`src/design/ehs_pkg.sv`:
```
package ehs_pkg;

  // Axis count and the mask that keeps a start's axis bits in range
  localparam int NUM_AXES = 3;
  localparam logic [2:0] AXES_MASK = 3'((1 << NUM_AXES) - 1);

  // Stream widths, padded to whole bytes, and the move field width
  localparam int IN_TDATA_W  = 88;
  localparam int OUT_TDATA_W = 112;
  localparam int MOVE_W      = 27;

  // Configuration register indexes
  localparam logic [2:0] REG_ENABLED        = 3'd0;
  localparam logic [2:0] REG_MIN_INSTALLED  = 3'd1;
  localparam logic [2:0] REG_MAX_INSTALLED  = 3'd2;
  localparam logic [2:0] REG_INVERT         = 3'd3;
  localparam logic [2:0] REG_THRESHOLD      = 3'd4;
  localparam logic [2:0] REG_APPROACH_STEPS = 3'd5;
  localparam logic [2:0] REG_BACK_OFF_STEPS = 3'd6;
  localparam logic [2:0] REG_SLOW_DELAY     = 3'd7;

  // Configuration reset values
  localparam logic [9:0]  THRESHOLD_RST      = 10'd100;
  localparam logic [23:0] APPROACH_STEPS_RST = 24'd100000;
  localparam logic [23:0] BACK_OFF_STEPS_RST = 24'd5000;
  localparam logic [15:0] SLOW_DELAY_RST     = 16'd4000;

  // Request kinds carried in tuser
  localparam logic OP_TICK  = 1'b0;
  localparam logic OP_START = 1'b1;

  typedef enum logic [1:0] {
    PH_IDLE,
    PH_INITIAL,
    PH_AWAY,
    PH_FINAL
  } phase_t;

  typedef struct packed {
    logic        enabled;
    logic        min_installed;
    logic        max_installed;
    logic        invert;
    logic [9:0]  threshold;
    logic [23:0] approach_steps;
    logic [23:0] back_off_steps;
    logic [15:0] slow_delay;
  } cfg_t;

  typedef struct packed {
    phase_t      phase;
    logic [2:0]  latched_axes;
    logic        latched_dir;
    logic [15:0] saved_delay;
  } state_t;

  typedef struct packed {
    logic              op;
    logic [2:0]        home_axes;
    logic signed [1:0] home_dir;
    logic              in_motion;
    logic [5:0]        move_dirs;
    logic [15:0]       current_delay;
    logic [9:0]        min_sample_x;
    logic [9:0]        min_sample_y;
    logic [9:0]        min_sample_z;
    logic [9:0]        max_sample_x;
    logic [9:0]        max_sample_y;
    logic [9:0]        max_sample_z;
  } in_item_t;

  typedef struct packed {
    logic                     move_start;
    logic signed [MOVE_W-1:0] move_x;
    logic signed [MOVE_W-1:0] move_y;
    logic signed [MOVE_W-1:0] move_z;
    logic                     set_delay;
    logic [15:0]              new_delay;
    logic signed [2:0]        break_code;
    logic                     abort_hit;
    logic signed [1:0]        status_x;
    logic signed [1:0]        status_y;
    logic signed [1:0]        status_z;
    logic                     homing_done;
  } out_item_t;

endpackage

```
`src/design/endstop_homing_sequencer_unit.sv`:
```
// Three-axis endstop monitor and homing sequencer. Each request is either a
// start (tuser = 1) that, if that side's stops are installed, latches an axis
// mask and direction and issues the long approach move, or a tick (tuser = 0)
// that carries the stop samples, move directions, moving flag and current step
// delay; every request gives exactly one result with per-axis switch status, the
// break code of the last axis driving into a hit stop, an abort flag, and, as
// each homing move ends, the retreat, the slow double-length approach, and the
// delay restore with a final retreat. One request is taken per cycle while the
// output does not stall; a result passes from the input register to the result
// register and is held there while the output stalls, and the sequencer phase is
// updated as a request moves into the result register.
// Configuration writes are taken at any time and belong while idle.
module endstop_homing_sequencer_unit (
  input  logic                             clk,
  input  logic                             rst,
  input  logic                             s_axis_tvalid,
  output logic                             s_axis_tready,
  // home_axes, home_dir, in_motion, move_dirs, current_delay,
  // min_sample_x, min_sample_y, min_sample_z, max_sample_x, max_sample_y, max_sample_z
  input  logic [ehs_pkg::IN_TDATA_W-1:0]   s_axis_tdata,
  // op
  input  logic [0:0]                       s_axis_tuser,
  output logic                             m_axis_tvalid,
  input  logic                             m_axis_tready,
  // move_start, move_x, move_y, move_z, set_delay, new_delay, break_code,
  // abort_hit, status_x, status_y, status_z, homing_done, zero pad
  output logic [ehs_pkg::OUT_TDATA_W-1:0]  m_axis_tdata,
  input  logic                             cfg_valid,
  output logic                             cfg_ready,
  input  logic [2:0]                       cfg_index,
  input  logic [23:0]                      cfg_data
);

  ehs_pkg::cfg_t      cfg;
  ehs_pkg::state_t    st;
  ehs_pkg::state_t    st_next;
  ehs_pkg::in_item_t  in_item;
  ehs_pkg::in_item_t  item_in;
  ehs_pkg::out_item_t res;
  logic               in_valid;
  logic               advance;
  logic               s_fire;

  assign cfg_ready = 1'b1;

  // Configuration registers
  always_ff @(posedge clk) begin
    if (rst) begin
      cfg.enabled        <= 1'b1;
      cfg.min_installed  <= 1'b1;
      cfg.max_installed  <= 1'b1;
      cfg.invert         <= 1'b0;
      cfg.threshold      <= ehs_pkg::THRESHOLD_RST;
      cfg.approach_steps <= ehs_pkg::APPROACH_STEPS_RST;
      cfg.back_off_steps <= ehs_pkg::BACK_OFF_STEPS_RST;
      cfg.slow_delay     <= ehs_pkg::SLOW_DELAY_RST;
    end else if (cfg_valid && cfg_ready) begin
      case (cfg_index)
        ehs_pkg::REG_ENABLED:        cfg.enabled        <= cfg_data[0];
        ehs_pkg::REG_MIN_INSTALLED:  cfg.min_installed  <= cfg_data[0];
        ehs_pkg::REG_MAX_INSTALLED:  cfg.max_installed  <= cfg_data[0];
        ehs_pkg::REG_INVERT:         cfg.invert         <= cfg_data[0];
        ehs_pkg::REG_THRESHOLD:      cfg.threshold      <= cfg_data[9:0];
        ehs_pkg::REG_APPROACH_STEPS: cfg.approach_steps <= cfg_data;
        ehs_pkg::REG_BACK_OFF_STEPS: cfg.back_off_steps <= cfg_data;
        ehs_pkg::REG_SLOW_DELAY:     cfg.slow_delay     <= cfg_data[15:0];
        default: cfg.enabled <= cfg.enabled;
      endcase
    end
  end

  // Unpack the incoming request
  always_comb begin
    item_in.op            = s_axis_tuser[0];
    item_in.home_axes     = s_axis_tdata[2:0];
    item_in.home_dir      = s_axis_tdata[4:3];
    item_in.in_motion     = s_axis_tdata[5];
    item_in.move_dirs     = s_axis_tdata[11:6];
    item_in.current_delay = s_axis_tdata[27:12];
    item_in.min_sample_x  = s_axis_tdata[37:28];
    item_in.min_sample_y  = s_axis_tdata[47:38];
    item_in.min_sample_z  = s_axis_tdata[57:48];
    item_in.max_sample_x  = s_axis_tdata[67:58];
    item_in.max_sample_y  = s_axis_tdata[77:68];
    item_in.max_sample_z  = s_axis_tdata[87:78];
  end

  // Advance when the result register is free or being drained
  assign advance       = in_valid && (!m_axis_tvalid || m_axis_tready);
  assign s_axis_tready = !in_valid || advance;
  assign s_fire        = s_axis_tvalid && s_axis_tready;

  // Input register
  always_ff @(posedge clk) begin
    if (rst) begin
      in_valid <= 1'b0;
    end else if (s_fire) begin
      in_valid <= 1'b1;
    end else if (advance) begin
      in_valid <= 1'b0;
    end
  end

  always_ff @(posedge clk) begin
    if (s_fire) begin
      in_item <= item_in;
    end
  end

  ehs_step u_step (
    .cfg     (cfg),
    .st      (st),
    .item    (in_item),
    .res     (res),
    .st_next (st_next)
  );

  // Sequencer state, updated as a request is retired
  always_ff @(posedge clk) begin
    if (rst) begin
      st.phase        <= ehs_pkg::PH_IDLE;
      st.latched_axes <= 3'b000;
      st.latched_dir  <= 1'b0;
      st.saved_delay  <= 16'd0;
    end else if (advance) begin
      st <= st_next;
    end
  end

  // Result register
  always_ff @(posedge clk) begin
    if (rst) begin
      m_axis_tvalid <= 1'b0;
    end else if (advance) begin
      m_axis_tvalid <= 1'b1;
    end else if (m_axis_tready) begin
      m_axis_tvalid <= 1'b0;
    end
  end

  always_ff @(posedge clk) begin
    if (advance) begin
      m_axis_tdata <= {2'b00, res.homing_done, res.status_z, res.status_y, res.status_x,
                       res.abort_hit, res.break_code, res.new_delay, res.set_delay,
                       res.move_z, res.move_y, res.move_x, res.move_start};
    end
  end

endmodule

```
`src/design/ehs_step.sv`:
```
module ehs_step (
  input  ehs_pkg::cfg_t      cfg,
  input  ehs_pkg::state_t    st,
  input  ehs_pkg::in_item_t  item,
  output ehs_pkg::out_item_t res,
  output ehs_pkg::state_t    st_next
);

  logic [9:0]                       min_s [3];
  logic [9:0]                       max_s [3];
  logic [2:0]                       trig_min;
  logic [2:0]                       trig_max;
  logic signed [1:0]                stat [3];
  logic signed [2:0]                brk;
  logic                             dmax;
  logic                             start_ok;
  logic                             seq_step;
  logic [2:0]                       move_axes;
  logic                             move_en;
  logic signed [ehs_pkg::MOVE_W-1:0] move_len;
  logic signed [ehs_pkg::MOVE_W-1:0] mv [3];
  logic signed [ehs_pkg::MOVE_W-1:0] appr;
  logic signed [ehs_pkg::MOVE_W-1:0] back;
  logic signed [ehs_pkg::MOVE_W-1:0] back2;

  // Switch is low when below threshold, flipped by invert
  function automatic logic sw_low(input logic [9:0] s, input logic [9:0] thr,
                                  input logic inv);
    sw_low = (s < thr) != inv;
  endfunction

  assign min_s[0] = item.min_sample_x;
  assign min_s[1] = item.min_sample_y;
  assign min_s[2] = item.min_sample_z;
  assign max_s[0] = item.max_sample_x;
  assign max_s[1] = item.max_sample_y;
  assign max_s[2] = item.max_sample_z;

  // Evaluate switches and per-axis status
  always_comb begin
    trig_min = '0;
    trig_max = '0;
    for (int i = 0; i < 3; i++) begin
      stat[i] = 2'sd0;
    end
    for (int i = 0; i < ehs_pkg::NUM_AXES; i++) begin
      trig_min[i] = cfg.min_installed && sw_low(min_s[i], cfg.threshold, cfg.invert);
      trig_max[i] = cfg.max_installed && sw_low(max_s[i], cfg.threshold, cfg.invert);
      if (trig_min[i]) begin
        stat[i] = -2'sd1;
      end else if (trig_max[i]) begin
        stat[i] = 2'sd1;
      end
    end
  end

  // Find the last axis driving into a hit stop
  always_comb begin
    logic [1:0]        d;
    logic signed [2:0] mag;
    brk = 3'sd0;
    for (int i = 0; i < ehs_pkg::NUM_AXES; i++) begin
      d   = item.move_dirs[2*i +: 2];
      mag = 3'(i + 1);
      if (d != 2'd0) begin
        if (d[1] && trig_min[i]) begin
          brk = -mag;
        end else if (!d[1] && trig_max[i]) begin
          brk = mag;
        end
      end
    end
  end

  assign dmax     = !item.home_dir[1];
  assign start_ok = dmax ? cfg.max_installed : cfg.min_installed;
  assign seq_step = (item.op == ehs_pkg::OP_TICK) && cfg.enabled &&
                    (st.phase != ehs_pkg::PH_IDLE) && !item.in_motion;

  assign appr  = {3'b000, cfg.approach_steps};
  assign back  = {3'b000, cfg.back_off_steps};
  assign back2 = {2'b00, cfg.back_off_steps, 1'b0};

  // Next state
  always_comb begin
    st_next = st;
    if (item.op == ehs_pkg::OP_START) begin
      if (start_ok) begin
        st_next.phase        = ehs_pkg::PH_INITIAL;
        st_next.latched_axes = item.home_axes & ehs_pkg::AXES_MASK;
        st_next.latched_dir  = dmax;
      end
    end else if (seq_step) begin
      case (st.phase)
        ehs_pkg::PH_INITIAL: st_next.phase = ehs_pkg::PH_AWAY;
        ehs_pkg::PH_AWAY: begin
          st_next.phase       = ehs_pkg::PH_FINAL;
          st_next.saved_delay = item.current_delay;
        end
        ehs_pkg::PH_FINAL: st_next.phase = ehs_pkg::PH_IDLE;
        default: st_next.phase = st.phase;
      endcase
    end
  end

  // Outputs: pick the move, delay write and flags
  always_comb begin
    res       = '0;
    move_en   = 1'b0;
    move_len  = '0;
    move_axes = st.latched_axes;
    res.status_x = stat[0];
    res.status_y = stat[1];
    res.status_z = stat[2];
    if (item.op == ehs_pkg::OP_START) begin
      if (start_ok) begin
        move_en   = 1'b1;
        move_axes = item.home_axes & ehs_pkg::AXES_MASK;
        move_len  = dmax ? appr : -appr;
      end
    end else if (cfg.enabled) begin
      res.break_code = brk;
      res.abort_hit  = (brk != 3'sd0) && item.in_motion;
      if (seq_step) begin
        case (st.phase)
          ehs_pkg::PH_INITIAL: begin
            move_en  = 1'b1;
            move_len = st.latched_dir ? -back : back;
          end
          ehs_pkg::PH_AWAY: begin
            move_en       = 1'b1;
            move_len      = st.latched_dir ? back2 : -back2;
            res.set_delay = 1'b1;
            res.new_delay = cfg.slow_delay;
          end
          ehs_pkg::PH_FINAL: begin
            move_en         = 1'b1;
            move_len        = st.latched_dir ? -back : back;
            res.set_delay   = 1'b1;
            res.new_delay   = st.saved_delay;
            res.homing_done = 1'b1;
          end
          default: move_en = 1'b0;
        endcase
      end
    end
    for (int i = 0; i < 3; i++) begin
      mv[i] = (move_en && move_axes[i]) ? move_len : '0;
    end
    res.move_start = move_en;
    res.move_x     = mv[0];
    res.move_y     = mv[1];
    res.move_z     = mv[2];
  end

endmodule

```
`config.mk`:
```
export PLATFORM = sky130hd
export DESIGN_NAME = endstop_homing_sequencer_unit
export DESIGN_NICKNAME = d
export VERILOG_FILES = /design/src/design/ehs_pkg.sv /design/src/design/endstop_homing_sequencer_unit.sv /design/src/design/ehs_step.sv
export SDC_FILE = /design/constraint.sdc
export NUM_CORES = 1
export LEC_CHECK = 0
export ABC_AREA = 1
export BUFFER_PORTS_ARGS = -buffer_cell sky130_fd_sc_hd__buf_2
export CAP_MARGIN = 20
export CORE_MARGIN = 5
export CORE_UTILIZATION = 33
export DETAILED_ROUTE_END_ITERATION = 8
export GPL_ROUTABILITY_DRIVEN = 0
export PLACE_DENSITY = 0.57
export SYNTH_ARGS = -nofsm -noshare
export SYNTH_HDL_FRONTEND = slang
export SYNTH_SLANG_ARGS = --single-unit
```
`constraint.sdc`:
```
create_clock -name clk -period 5.2 [get_ports clk]
set_clock_uncertainty 0.15 [all_clocks]
set_input_delay 0.52 -clock clk [delete_from_list [all_inputs] [get_ports clk]]
set_output_delay 0.52 -clock clk [all_outputs]
set_load 0.01 [all_outputs]
```
==> qor.log <==
qor: run_status.run_status completed
qor: place.detailedPlacementHpwl 29,200 um
qor: finish.syn2layout_area_growth 27.2%
qor: floorplanning.die_area 46,300 sq um
qor: setup_path.reg2reg_from st[20]$_SDFFE_PP0P_
qor: global_route.grt_pass1_vias 11,394
qor: routing.dr_total_vias 11,393
qor: finish.antenna_cells 0
qor: timing.whs 25.9 ps
qor: logic_synthesis.ys_types 46
qor: setup_path.cp_data_required_time 5470 ps
qor: logic_synthesis.synth-seq-cells 300
qor: setup_path.critPathArrivalTime 3640 ps
qor: global_route.grt_pass1_wl 63,900 um
qor: routing.routed_antenna_nets 0
qor: timing.finalCriticalPeriod 3370 ps
qor: floorplanning.floorplan.die.width 215 um
qor: setup_path.setup.worst_path.start st[20]$_SDFFE_PP0P_
qor: place.port-buffer-count 231
qor: global_route.maximum_number_of_pins_on_one_net_before_global_route_repair 64
qor: clock_tree.cts_buffers 36
qor: finish.filler_cell_count 3,979
qor: job.max_cap_violations 0
qor: pwr.p_sw_frac 0.242
qor: pwr.power.share.sequential 0.455
qor: pwr.combinationalPowerShare 0.098
qor: logic_synthesis.synth.yosys.warnings 0
qor: global_route.global_route.overflow_total 0
qor: floorplanning.top_level_ports 236
qor: pwr.internal_power 4.51 mW
qor: timing.final.setup.tns 0 ps
qor: pwr.clkPwrFrac 0.447
qor: logic_synthesis.number_of_enable_flip_flop_cells_after_synthesis 198
qor: clock_tree.tritoncts_num_sinks 300
qor: pwr.leakagePower 7.24 nW
qor: timing.number_of_setup_violations_in_the_final_report 0
qor: logic_synthesis.synth.avg_cell_area 9.58 sq um
qor: routing.drt-total-wl 41,200 um
qor: timing.rsz0062_at_grt false
qor: logic_synthesis.netlist_area 13,900 sq um
qor: timing.finalHoldViolCount 0
qor: pwr.totalPowerFinal 5.95 mW
qor: finish.drive_above_1_share 0.188
qor: timing.layout_worst_path_cycle_share 0.648
qor: floorplanning.die_height 215 um
qor: logic_synthesis.postSynth.topFlopCell edfxtp_1
qor: setup_path.crit_type flop to flop
qor: logic_synthesis.share_of_flip_flops_with_an_asynchronous_set_or_reset_after_synthesis 0
qor: clock_tree.worst_skew_pair.late_latency 540 ps
qor: clock_tree.clk_transition_reported_paths 60 ps
qor: clock_tree.cts_max_path_buffers 3
qor: min_path.hold_start s_axis_tdata[76]
qor: timing.timing_max_transition_violations_final 0
qor: pwr.net-switching-power 1.44 mW
qor: floorplanning.start_util 0.333
qor: routing.first_pass_iteration_count_of_the_detailed_router 5
qor: routing.detail_route.wl_per_cell 17.8 um
qor: setup_path.critical_path.endpoint_type flop
qor: floorplanning.core 41,800 sq um
qor: routing.vias_per_cell 4.91
qor: routing.drc 0
qor: pwr.cellPowerDensity 337 nW/um^2
qor: timing.tightest_slew 931 ps
qor: min_path.hold_path_class primary input to flop
qor: timing.achievable-frequency 297 MHz
qor: logic_synthesis.syn_inst_count 1,450
qor: routing.detail_route.iter0.violations 720
qor: pwr.vdd_drop_max 0.000248 V
qor: global_route.globalRouteTotalUtil 0.174
qor: logic_synthesis.sequential_fraction_of_the_synthesis_area 0.575
qor: setup_path.crit_path_start_kind flop
qor: clock_tree.cts-htree-levels 2
qor: clock_tree.cts-root-buf clkbuf_16
qor: finish.finish.net_count 1,932
qor: clock_tree.tritoncts done
qor: timing.slew_headroom 0.379
qor: floorplanning.num_rows 75
qor: global_route.number_of_antenna_violations_at_the_first_check_in_global_routing 0
qor: setup_path.critPathMaxFanout 25
[final timing paths]
path / endpoint / slack (ps) / depth (start not counted)
max: st[13]$_SDFFE_PP0P_ / 1830 / 10
min: in_item[18]$_DFFE_PP_ / 30 / 1
max reg2reg: st[13]$_SDFFE_PP0P_ / 1830 / 10
min reg2reg: st[18]$_SDFFE_PP0P_ / 300 / 2
[cell families (layout without fill, tap and decap cells)]
logic type / count (synthesis) / after routing / synth area share
adder cells (fa/ha/maj): 56 / 56 / 0.0505
XOR/XNOR: 18 / 18 / 0.0114
other: 2 / 3 / 0.000541
AND/OR/NAND/NOR: 531 / 531 / 0.166
flip-flops: 300 / 300 / 0.575
buffers and inverters: 193 / 524 / 0.0555
AO/OA/AOI/OAI: 350 / 350 / 0.141
[metrics by stage]
step	utilization	area, sq um	instances	worst slack [ps]
floorplan	-	13900	1451	1430
global placement	0.372	15600	2172	1870
detailed placement	0.372	15600	2172	1780
CTS	0.422	17600	2320	1770
global route	0.423	17700	2321	1550
finish	0.423	17700	2321	1830
[cell usage after synthesis, types with 6 or more instances]
cell | count | area share
xor2_1 | 18 | 0.011
edfxtp_1 | 198 | 0.43
buf_4 | 6 | 0.0032
nand3_1 | 76 | 0.027
o21a_1 | 7 | 0.0038
o21ai_0 | 126 | 0.045
nand4_1 | 17 | 0.0077
nor3_1 | 7 | 0.0025
o22ai_1 | 11 | 0.0050
buf_2 | 13 | 0.0047
a22o_1 | 12 | 0.0076
inv_2 | 6 | 0.0016
nand2_1 | 240 | 0.065
nor2_1 | 156 | 0.042
a21oi_1 | 145 | 0.052
o211ai_1 | 29 | 0.016
and2_1 | 6 | 0.0027
ha_1 | 56 | 0.050
clkbuf_1 | 43 | 0.012
inv_1 | 122 | 0.033
o21ai_1 | 6 | 0.0022
dfxtp_1 | 102 | 0.15
[repair_timing]
action / 4_1_cts / 5_1_grt
endpoints found under the hold margin: 83 / 0
setup buffers: 0 / 0
gates resized for setup: 0 / 0
hold buffers: 83 / 0
[layout by cell type, fill, tap and decap left out, drive strengths merged, types with 30 or more instances in the layout]
cell / instances
edfxtp: 198
o21ai: 132
nand3: 81
dlygate4sd3: 83
a21oi: 145
ha: 56
nand2: 241
buf: 248
inv: 127
dfxtp: 102
clkbuf: 42
o211ai: 30
nor2: 162
[power by group through the flow]
stage | sequential (mW) | clock (mW) | combinational (mW)
final | 2.71 | 2.66 | 0.584
after global routing | 2.72 | 2.81 | 0.658
after CTS | 2.71 | 2.72 | 0.585
after detailed placement | 2.76 | 0 | 0.534
after global placement | 2.76 | 0 | 0.522
after floorplan | 2.77 | 0 | 0.309
[layout make-up]
class | instances | area [sq um] | share of cell area
sequential | 300 | 7990 | 0.452
multi-input combinational | 958 | 5130 | 0.291
timing repair buffer | 331 | 2130 | 0.121
clock buffer | 42 | 966 | 0.0547
tap | 539 | 674 | 0.0382
inverter | 128 | 484 | 0.0274
clock inverter | 23 | 284 | 0.0161
[sequential cells by signal, summed over array words and instances (netlist names)]
signal and flops:
cfg 78, in_item 88, in_valid 1, m_axis_tdata 110
m_axis_tvalid 1, st 22
[layer usage]
layer  vias to the layer above  routed length [um]  GRT usage
met5                         -                   0          0
met2                       348               19800      0.297
met3                        77                2460     0.0366
met1                      5330               17400      0.217
met4                         0                1530     0.0693
li1                       5638                   -          -
[worst max-delay path, cell delays in order, from the launching register on]
cell	delay (ps)
dfxtp_1	820
nor2_1	180
nor3_4	180
buf_4	320
inv_2	180
nor2_4	370
inv_2	140
nor3_4	390
inv_2	250
o21ai_1	210
a21oi_1	60
(Power assumes the default switching activity.)
